File: src/rtl/light_dimmer_fade_controller_assert.svh
// Assertion macros for the dimmer fade controller.
// Used by the control and divider modules; no other dependencies.
`ifndef LIGHT_DIMMER_FADE_CONTROLLER_ASSERT_SVH
`define LIGHT_DIMMER_FADE_CONTROLLER_ASSERT_SVH
`ifndef SYNTHESIS
`define LDF_ASSERT(lbl, clk, rst, prop) \
  lbl: assert property (@(posedge clk) disable iff (rst) prop) else $error("lbl failed");
`define LDF_ASSERT_NR(lbl, clk, prop) \
  lbl: assert property (@(posedge clk) prop) else $error("lbl failed");
`else
`define LDF_ASSERT(lbl, clk, rst, prop)
`define LDF_ASSERT_NR(lbl, clk, prop)
`endif
`endif

File: src/rtl/ldf_pkg.sv
// Shared types and constants for the dimmer fade controller.
// No dependencies.
package ldf_pkg;
  localparam logic [6:0] RESET_LEVEL = 7'd0;
  localparam logic [6:0] LVL_MAX = 7'd100;
  localparam logic [31:0] FADE_MIN = 32'd15;
  localparam logic [31:0] FADE_MAX = 32'd86400000;
  localparam int DIV_W = 40;

  localparam logic [3:0] REQ_TICK = 4'd0;
  localparam logic [3:0] REQ_SET = 4'd1;
  localparam logic [3:0] REQ_ON = 4'd2;
  localparam logic [3:0] REQ_LAST = 4'd3;
  localparam logic [3:0] REQ_OFF = 4'd4;
  localparam logic [3:0] REQ_TOGGLE = 4'd5;
  localparam logic [3:0] REQ_TOGGLE_ON = 4'd6;
  localparam logic [3:0] REQ_START = 4'd7;
  localparam logic [3:0] REQ_STOP = 4'd8;

  typedef logic [DIV_W-1:0] div_word_t;

  typedef struct packed {
    logic [3:0]  req_type;
    logic [7:0]  level;
    logic        three_state;
    logic [31:0] fade_duration;
    logic [31:0] now_ms;
  } in_item_t;

  typedef struct packed {
    logic [6:0] level_out;
    logic       is_on;
    logic       is_fading;
    logic [6:0] fade_progress;
  } out_item_t;

  typedef enum logic [2:0] {
    ST_IDLE, ST_CMD, ST_IVDIV, ST_MAGMUL, ST_MAGDIV, ST_PROGGO, ST_PROGDIV, ST_OUT
  } state_t;

  typedef struct packed {
    logic             start;
    logic [DIV_W-1:0] num;
    logic [DIV_W-1:0] den;
  } div_req_t;

  typedef struct packed {
    logic             done;
    logic [DIV_W-1:0] quo;
  } div_rsp_t;
endpackage

File: src/rtl/ldf_divider.sv
// Shared restoring divider, one quotient bit per cycle.
// Depends on ldf_pkg and the assertion header.
`include "light_dimmer_fade_controller_assert.svh"
module ldf_divider (
  input  logic             clk,
  input  logic             rst,
  input  ldf_pkg::div_req_t req,
  output ldf_pkg::div_rsp_t rsp
);
  localparam int CW = $clog2(ldf_pkg::DIV_W + 1);
  logic [ldf_pkg::DIV_W-1:0] quo, den, rem;
  logic [CW-1:0] cnt;
  logic busy, done;
  logic [ldf_pkg::DIV_W:0] shifted, trial;

  always_comb begin
    shifted = {rem, quo[ldf_pkg::DIV_W-1]};
    trial = shifted - {1'b0, den};
  end

  always_ff @(posedge clk) begin
    if (rst) begin
      busy <= 1'b0;
      done <= 1'b0;
      cnt <= '0;
    end else begin
      done <= 1'b0;
      if (req.start) begin
        busy <= 1'b1;
        cnt <= CW'(ldf_pkg::DIV_W);
        quo <= req.num;
        den <= req.den;
        rem <= '0;
      end else if (busy) begin
        if (!trial[ldf_pkg::DIV_W]) begin
          rem <= trial[ldf_pkg::DIV_W-1:0];
          quo <= {quo[ldf_pkg::DIV_W-2:0], 1'b1};
        end else begin
          rem <= shifted[ldf_pkg::DIV_W-1:0];
          quo <= {quo[ldf_pkg::DIV_W-2:0], 1'b0};
        end
        cnt <= cnt - 1'b1;
        if (cnt == CW'(1)) begin
          busy <= 1'b0;
          done <= 1'b1;
        end
      end
    end
  end

  assign rsp.done = done;
  assign rsp.quo = quo;

  `LDF_ASSERT(a_done_after_busy, clk, rst, done |-> $past(busy))
  `LDF_ASSERT(a_no_start_busy, clk, rst, req.start |-> !busy)
  `LDF_ASSERT(a_done_one, clk, rst, done |=> !done)
endmodule

File: src/rtl/light_dimmer_fade_controller.sv
// Dimmer fade controller top level: command sequencer plus shared divider.
// Depends on ldf_pkg, ldf_divider and the assertion header.
//
// Usage: one input item (req_type, level, three_state, fade_duration, now_ms)
// on the in channel yields exactly one out item with the level, on flag, fade
// flag and fade progress. in_stall is high while an item is being worked on.
// From acceptance, an item passes through CMD, then PROGGO and OUT. A running
// fade adds a progress division, start_fade adds an interval division and a fade
// step adds a multiply step (MAGMUL) and a division. The longest path is a fade
// step with progress. The IDLE state lies between one item's output and the next
// acceptance, so no new item is taken before the last one is through. The one
// serial divider, one quotient bit per cycle, is shared by all three divisions.
// The result waits in an output register while out_stall is high; the next
// item is accepted only when that register has been taken.
// Reset clears level to RESET_LEVEL, remembered level to 50 and stops any fade.
`include "light_dimmer_fade_controller_assert.svh"
module light_dimmer_fade_controller (
  input  logic               clk,
  input  logic               rst,
  input  logic               in_valid,
  output logic               in_stall,
  input  ldf_pkg::in_item_t  in_data,
  output logic               out_valid,
  input  logic               out_stall,
  output ldf_pkg::out_item_t out_data
);
  ldf_pkg::state_t state, state_next;
  ldf_pkg::in_item_t item;
  logic [6:0] cur, remb, fstart, ftarget;
  logic [26:0] fremain, stepiv;
  logic [31:0] last_t;
  logic [34:0] prod;
  logic [6:0] prog;
  ldf_pkg::div_req_t dreq;
  ldf_pkg::div_rsp_t drsp;
  logic [31:0] elapsed, durc;
  logic [6:0] lvlc, diff, dmag, pnum, pden, sw, stepv;
  logic fading, down, progneg, tick_go, tick_end, fade_go, tick_step;

  ldf_divider u_div (.clk(clk), .rst(rst), .req(dreq), .rsp(drsp));

  // combinational command decode
  always_comb begin
    fading = fremain != '0;
    elapsed = item.now_ms - last_t;
    lvlc = (item.level > {1'b0, ldf_pkg::LVL_MAX}) ? ldf_pkg::LVL_MAX : item.level[6:0];
    durc = (item.fade_duration > ldf_pkg::FADE_MAX) ? ldf_pkg::FADE_MAX
                                                     : item.fade_duration;
    diff = (cur > lvlc) ? cur - lvlc : lvlc - cur;
    if (diff == '0) diff = 7'd1;
    down = ftarget < cur;
    dmag = down ? cur - ftarget : ftarget - cur;
    tick_go = fading && (elapsed >= {5'd0, stepiv});
    tick_end = elapsed >= {5'd0, fremain};
    fade_go = item.req_type == ldf_pkg::REQ_START && durc >= ldf_pkg::FADE_MIN;
    tick_step = item.req_type == ldf_pkg::REQ_TICK && tick_go && !tick_end;
    progneg = (cur < fstart) != (ftarget < fstart);
    pnum = (cur > fstart) ? cur - fstart : fstart - cur;
    pden = (ftarget > fstart) ? ftarget - fstart : fstart - ftarget;
  end

  always_comb begin
    state_next = state;
    case (state)
      ldf_pkg::ST_IDLE: if (in_valid) state_next = ldf_pkg::ST_CMD;
      ldf_pkg::ST_CMD: begin
        if (fade_go) state_next = ldf_pkg::ST_IVDIV;
        else if (tick_step) state_next = ldf_pkg::ST_MAGMUL;
        else state_next = ldf_pkg::ST_PROGGO;
      end
      ldf_pkg::ST_IVDIV: if (drsp.done) state_next = ldf_pkg::ST_PROGGO;
      ldf_pkg::ST_MAGMUL: state_next = ldf_pkg::ST_MAGDIV;
      ldf_pkg::ST_MAGDIV: if (drsp.done) state_next = ldf_pkg::ST_PROGGO;
      ldf_pkg::ST_PROGGO: begin
        if (!fading || fstart == ftarget) state_next = ldf_pkg::ST_OUT;
        else state_next = ldf_pkg::ST_PROGDIV;
      end
      ldf_pkg::ST_PROGDIV: if (drsp.done) state_next = ldf_pkg::ST_OUT;
      ldf_pkg::ST_OUT: if (!out_stall) state_next = ldf_pkg::ST_IDLE;
      default: state_next = ldf_pkg::ST_IDLE;
    endcase
  end

  always_comb begin
    dreq = '0;
    case (state)
      ldf_pkg::ST_CMD: begin
        if (fade_go) begin
          dreq.start = 1'b1;
          dreq.num = {7'd0, durc, 1'b0} + ldf_pkg::div_word_t'(diff);
          dreq.den = ldf_pkg::div_word_t'({diff, 1'b0});
        end
      end
      ldf_pkg::ST_MAGMUL: begin
        dreq.start = 1'b1;
        dreq.num = ldf_pkg::div_word_t'(prod) + ldf_pkg::div_word_t'(fremain);
        dreq.den = ldf_pkg::div_word_t'({fremain, 1'b0});
      end
      ldf_pkg::ST_PROGGO: begin
        if (fading && fstart != ftarget) begin
          // pnum * 100 as shifts
          dreq.start = 1'b1;
          dreq.num = ldf_pkg::div_word_t'({pnum, 7'd0}) - ldf_pkg::div_word_t'({pnum, 5'd0})
                     + ldf_pkg::div_word_t'({pnum, 2'd0});
          dreq.den = ldf_pkg::div_word_t'(pden);
        end
      end
      default: ;
    endcase
  end

  // level update helper: remembers mid levels left while not fading
  function automatic logic [6:0] remnext(input logic [6:0] v, input logic [6:0] c,
                                         input logic [6:0] r, input logic f);
    logic [6:0] res;
    res = r;
    if (v != c && !f && c != '0 && c < ldf_pkg::LVL_MAX) res = c;
    return res;
  endfunction

  always_comb begin
    case (item.req_type)
      ldf_pkg::REQ_ON: sw = ldf_pkg::LVL_MAX;
      ldf_pkg::REQ_LAST: sw = remb;
      ldf_pkg::REQ_OFF: sw = '0;
      ldf_pkg::REQ_TOGGLE: begin
        if (cur == ldf_pkg::LVL_MAX || (cur != '0 && !item.three_state)) sw = '0;
        else if (cur == '0 && item.three_state) sw = remb;
        else sw = ldf_pkg::LVL_MAX;
      end
      ldf_pkg::REQ_TOGGLE_ON: sw = (cur == ldf_pkg::LVL_MAX) ? remb : ldf_pkg::LVL_MAX;
      default: sw = cur;
    endcase
  end

  always_comb begin
    stepv = down ? cur - drsp.quo[6:0] : cur + drsp.quo[6:0];
    if (stepv > ldf_pkg::LVL_MAX) stepv = ldf_pkg::LVL_MAX;
  end

  always_ff @(posedge clk) begin
    if (rst) begin
      state <= ldf_pkg::ST_IDLE;
      cur <= ldf_pkg::RESET_LEVEL;
      remb <= 7'd50;
      fstart <= ldf_pkg::RESET_LEVEL;
      ftarget <= ldf_pkg::RESET_LEVEL;
      fremain <= '0;
      stepiv <= '0;
      last_t <= '0;
    end else begin
      state <= state_next;
      if (state == ldf_pkg::ST_IDLE && in_valid) item <= in_data;
      if (state == ldf_pkg::ST_CMD) begin
        case (item.req_type)
          ldf_pkg::REQ_TICK: begin
            if (tick_go && tick_end) begin
              fremain <= '0;
              remb <= remnext(ftarget, cur, remb, 1'b0);
              cur <= ftarget;
            end
          end
          ldf_pkg::REQ_SET: begin
            remb <= remnext(lvlc, cur, remb, fading);
            cur <= lvlc;
          end
          ldf_pkg::REQ_ON, ldf_pkg::REQ_LAST, ldf_pkg::REQ_OFF,
          ldf_pkg::REQ_TOGGLE, ldf_pkg::REQ_TOGGLE_ON: begin
            remb <= remnext(sw, cur, remb, fading);
            cur <= sw;
            fremain <= '0;
          end
          ldf_pkg::REQ_START: begin
            if (fade_go) begin
              fremain <= durc[26:0];
              fstart <= cur;
              ftarget <= lvlc;
              last_t <= item.now_ms;
            end
          end
          ldf_pkg::REQ_STOP: fremain <= '0;
          default: ;
        endcase
        prod <= 35'({dmag, 1'b0}) * 35'(elapsed[26:0]);
      end
      if (state == ldf_pkg::ST_IVDIV && drsp.done)
        stepiv <= (drsp.quo < ldf_pkg::div_word_t'(ldf_pkg::FADE_MIN))
                  ? 27'(ldf_pkg::FADE_MIN) : drsp.quo[26:0];
      if (state == ldf_pkg::ST_MAGDIV && drsp.done) begin
        remb <= remnext(stepv, cur, remb, 1'b1);
        cur <= stepv;
        fremain <= fremain - elapsed[26:0];
        last_t <= item.now_ms;
      end
      if (state == ldf_pkg::ST_PROGGO && (!fading || fstart == ftarget))
        prog <= ldf_pkg::LVL_MAX;
      if (state == ldf_pkg::ST_PROGDIV && drsp.done) begin
        if (progneg && pnum != '0) prog <= '0;
        else if (drsp.quo > ldf_pkg::div_word_t'(ldf_pkg::LVL_MAX)) prog <= ldf_pkg::LVL_MAX;
        else prog <= drsp.quo[6:0];
      end
    end
  end

  always_comb begin
    in_stall = state != ldf_pkg::ST_IDLE;
    out_valid = state == ldf_pkg::ST_OUT;
    out_data.level_out = cur;
    out_data.is_on = cur != '0;
    out_data.is_fading = fading;
    out_data.fade_progress = prog;
  end

  `LDF_ASSERT(a_out_only_state, clk, rst, out_valid |-> in_stall)
  `LDF_ASSERT(a_level_max, clk, rst, out_valid |-> cur <= ldf_pkg::LVL_MAX)
  `LDF_ASSERT(a_hold, clk, rst, (out_valid && out_stall) |=> out_valid && $stable(cur))
  `LDF_ASSERT_NR(a_reset, clk, rst |=> !out_valid)
endmodule
File: config.mk
export PLATFORM = sky130hd
export DESIGN_NAME = light_dimmer_fade_controller
export DESIGN_NICKNAME = d
export VERILOG_FILES = /design/src/rtl/ldf_pkg.sv /design/src/rtl/ldf_divider.sv /design/src/rtl/light_dimmer_fade_controller.sv
export VERILOG_INCLUDE_DIRS = /design/src /design/src/rtl
export SDC_FILE = /design/constraint.sdc
export NUM_CORES = 1
export LEC_CHECK = 0
export ABC_AREA = 1
export BUFFER_PORTS_ARGS = -buffer_cell sky130_fd_sc_hd__buf_2
export CAP_MARGIN = 20
export CORE_AREA = 2 2 362 364
export CTS_BUF_LIST = sky130_fd_sc_hd__clkbuf_2 sky130_fd_sc_hd__clkbuf_4 sky130_fd_sc_hd__clkbuf_8
export DETAILED_ROUTE_END_ITERATION = 10
export DIE_AREA = 0 0 364 366
export PLACE_DENSITY = 0.36
export SETUP_SLACK_MARGIN = 0.5
export SLEW_MARGIN = 20
export SYNTH_ARGS = -nofsm -noshare
export SYNTH_HDL_FRONTEND = slang
export SYNTH_SLANG_ARGS = --single-unit
File: constraint.sdc
create_clock -name clk -period 20.5 [get_ports clk]
set_input_delay 4.1 -clock clk [delete_from_list [all_inputs] [get_ports clk]]
set_output_delay 4.1 -clock clk [all_outputs]
set_load 0.02 [all_outputs]
==> metrics.txt <==
crit share post-route=0.4219; via density per instance=4.636; clk slew on worst S/H paths=0.06 ns; die area=0.1332 mm²; Final ANT Viol Nets=0; Rows=132; dpl cells=6113; final estimated routing congestion in global placement=0.8842; total wire length=125.4 mm; grt total ovfl=0; synth top area cells=edfxtp_1 21%, ha_1 11%, nand2_1 10%; cts hold-fix bufs=0; synth warn=0; Mapped Cells=4322; Max-cap violations=0; Slew headroom=0.2404; CTS Sinks=351; Die Y=366 µm; vias=29.03k; final cell count without fillers=6262; cts repair resizes=0; Area Growth Syn to Fin=13.58%; CP Max Fanout=19; Synth top area share=0.2108; Worst Path Buf+Inv=6; vias in the first global route=28.93k; CTS buffer count=78; asr flop ratio synth=0; Buffers on Ports=98; Initial Utilization=0.2496; WL/cell=20.02 µm; worst-margin pin slew=1.136 ns; post-synthesis register bit count=351; Mapped Avg Cell Area=7.448 µm²; Top FF cell, synth=edfxtp_1; Post-layout nets=4966; Finished Core Util=0.2834; family with the most delay on the worst path=adder cells; startpoint types=flip-flop; Period minus WS final=8.649 ns; layout cells sized above 1=0.07948; Final Hold Fails=0; drt initial violations=2122; critical path data arrival time=9.13 ns; Slew Viols, Final=0; Post-route DRC=0; slowest CP cell=nand2_1; CTS root buf=clkbuf_8; fmax=115.6 MHz; dpl hpwl=101.4 mm; Most Frequent Cell on Critical Path=nand2_1; Crit Path Class=flip-flop to flip-flop; element type at the critical path end=flip-flop; # H-tree levels=3; Yosys cell types=68; hold slack=0.4559 ns; CTS tree=built; EDFF count, synth=226; total I/O pin count=99; Die X=364 µm; floorplan core area=0.1290 mm²; iteration count of the initial detailed-routing pass=5; slowest stage delay, CP=0.68 ns; unrepaired setup endpoints after global routing=false; worst endpoint required time=20.99 ns; Post-Route Skew=0.07115 ns; Seq/Total Area, Yosys=0.2886; Worst-Skew Late Latency=0.81 ns; largest net degree at the start of global routing=69; post-synthesis net count=4837; antenna violations before repair=4; # Post-CTS Setup Buffers=0; fillcell total=14.33k; synthesized area=0.03219 mm²; dominant cell type by area after synthesis=edfxtp_1; Clock Path Buffers=3; first-pass GRT wire length=186.2 mm; Final setup viols=0; Hold Path Class=flip-flop to flip-flop; status=finished clean; TNS Setup=0 ns; All-Layer GR Usage=0.1863
[registers in the layout (all words and copies together), names as in the netlist, 3 cells and up]
signal     cells
cur            7
fremain       27
fstart         7
ftarget        7
item          77
last_t        32
prod          34
prog           7
remb           7
state          3
stepiv        27
u_div.cnt      6
u_div.den     28
u_div.quo     40
u_div.rem     40
[cells in the mapped netlist, drive strengths merged (10+ instances only)]
cell	n
nand4	58
nand3	177
dfxtp	125
edfxtp	226
nor4	20
xnor2	58
buf	47
or2	15
o21bai	17
a211oi	31
xor2	88
a21o	22
clkbuf	46
ha	295
nor3	55
o221ai	12
a21boi	10
a31oi	34
o21a	14
o21ai	258
inv	710
nor2	525
a21oi	382
o211ai	19
nand2	873
fa	139
[final timing paths]
check,depth (start not counted),slack [ns],startpoint,endpoint
worst max-delay path,30,11.85,cur[2],prod[30]
worst min-delay path,2,0.46,last_t[17],last_t[17]
worst max register to register,30,11.85,cur[2],prod[30]
worst min register to register,2,0.46,last_t[17],last_t[17]
[kinds of logic after synthesis]
| kind of cell | Yosys count | share of synthesized area |
|---|---|---|
| buffers and inverters | 811 | 0.09803 |
| adder cells (fa/ha/maj) | 434 | 0.2011 |
| flip-flops | 351 | 0.2886 |
| AO/OA/AOI/OAI | 837 | 0.1466 |
| AND/OR/NAND/NOR | 1740 | 0.2250 |
| XOR/XNOR | 146 | 0.03972 |
| multiplexers | 3 | 0.0009329 |
[cell type report]
class                      instances  area, µm²  share of cell area
inverter                         718       2703             0.07392
sequential                       351       9289              0.2541
timing repair buffer             142      820.8             0.02245
tap                             1742       2180             0.05961
clock inverter                    35      366.6             0.01003
clock buffer                     111       1396             0.03819
multi-input combinational       3160      19800              0.5415
antenna                            3      7.507           0.0002053
[placed cells by master, fill, tap and decap left out, drive strengths merged, types with 20 or more instances in the layout]
master / instances
xnor2: 58
ha: 295
buf: 142
a21oi: 382
edfxtp: 226
nand2: 873
fa: 139
o21ai: 258
nand4: 58
nor3: 55
inv: 715
nor2: 525
clkinv: 29
clkbuf: 111
dfxtp: 125
a31oi: 34
a21o: 22
nor4: 20
nand3: 177
xor2: 88
a211oi: 31
[worst register-to-register path: cells and delay by family (launching register included)]
kind | cells | cell delay (ns)
simple gates | 10 | 2.00
flops | 1 | 0.64
compound gates | 7 | 1.67
xor+xnor | 1 | 0.13
buf+inv | 6 | 1.09
fa+ha+maj | 6 | 2.83
[through the flow]
stage                     area (µm²)  worst slack [ns]
after detailed placement       34790             11.89
after global placement         34790             12.02
final                          36560             11.85
after CTS                      36550             11.83
after global routing           36560             11.17
after floorplan                32190             10.07
[routing by layer]
layer  global-route usage  vias to the layer above  part of all wire
li1                     -                    14472                 -
met1               0.2708                    13879              0.50
met2               0.2939                      570              0.44
met3              0.02351                      112             0.035
met4              0.03631                        0             0.016
met5                    0                        -                 0
Power is left out: the tool's default activity adds up to more than one toggle a clock period on the data nets, which glitch-free logic cannot reach.
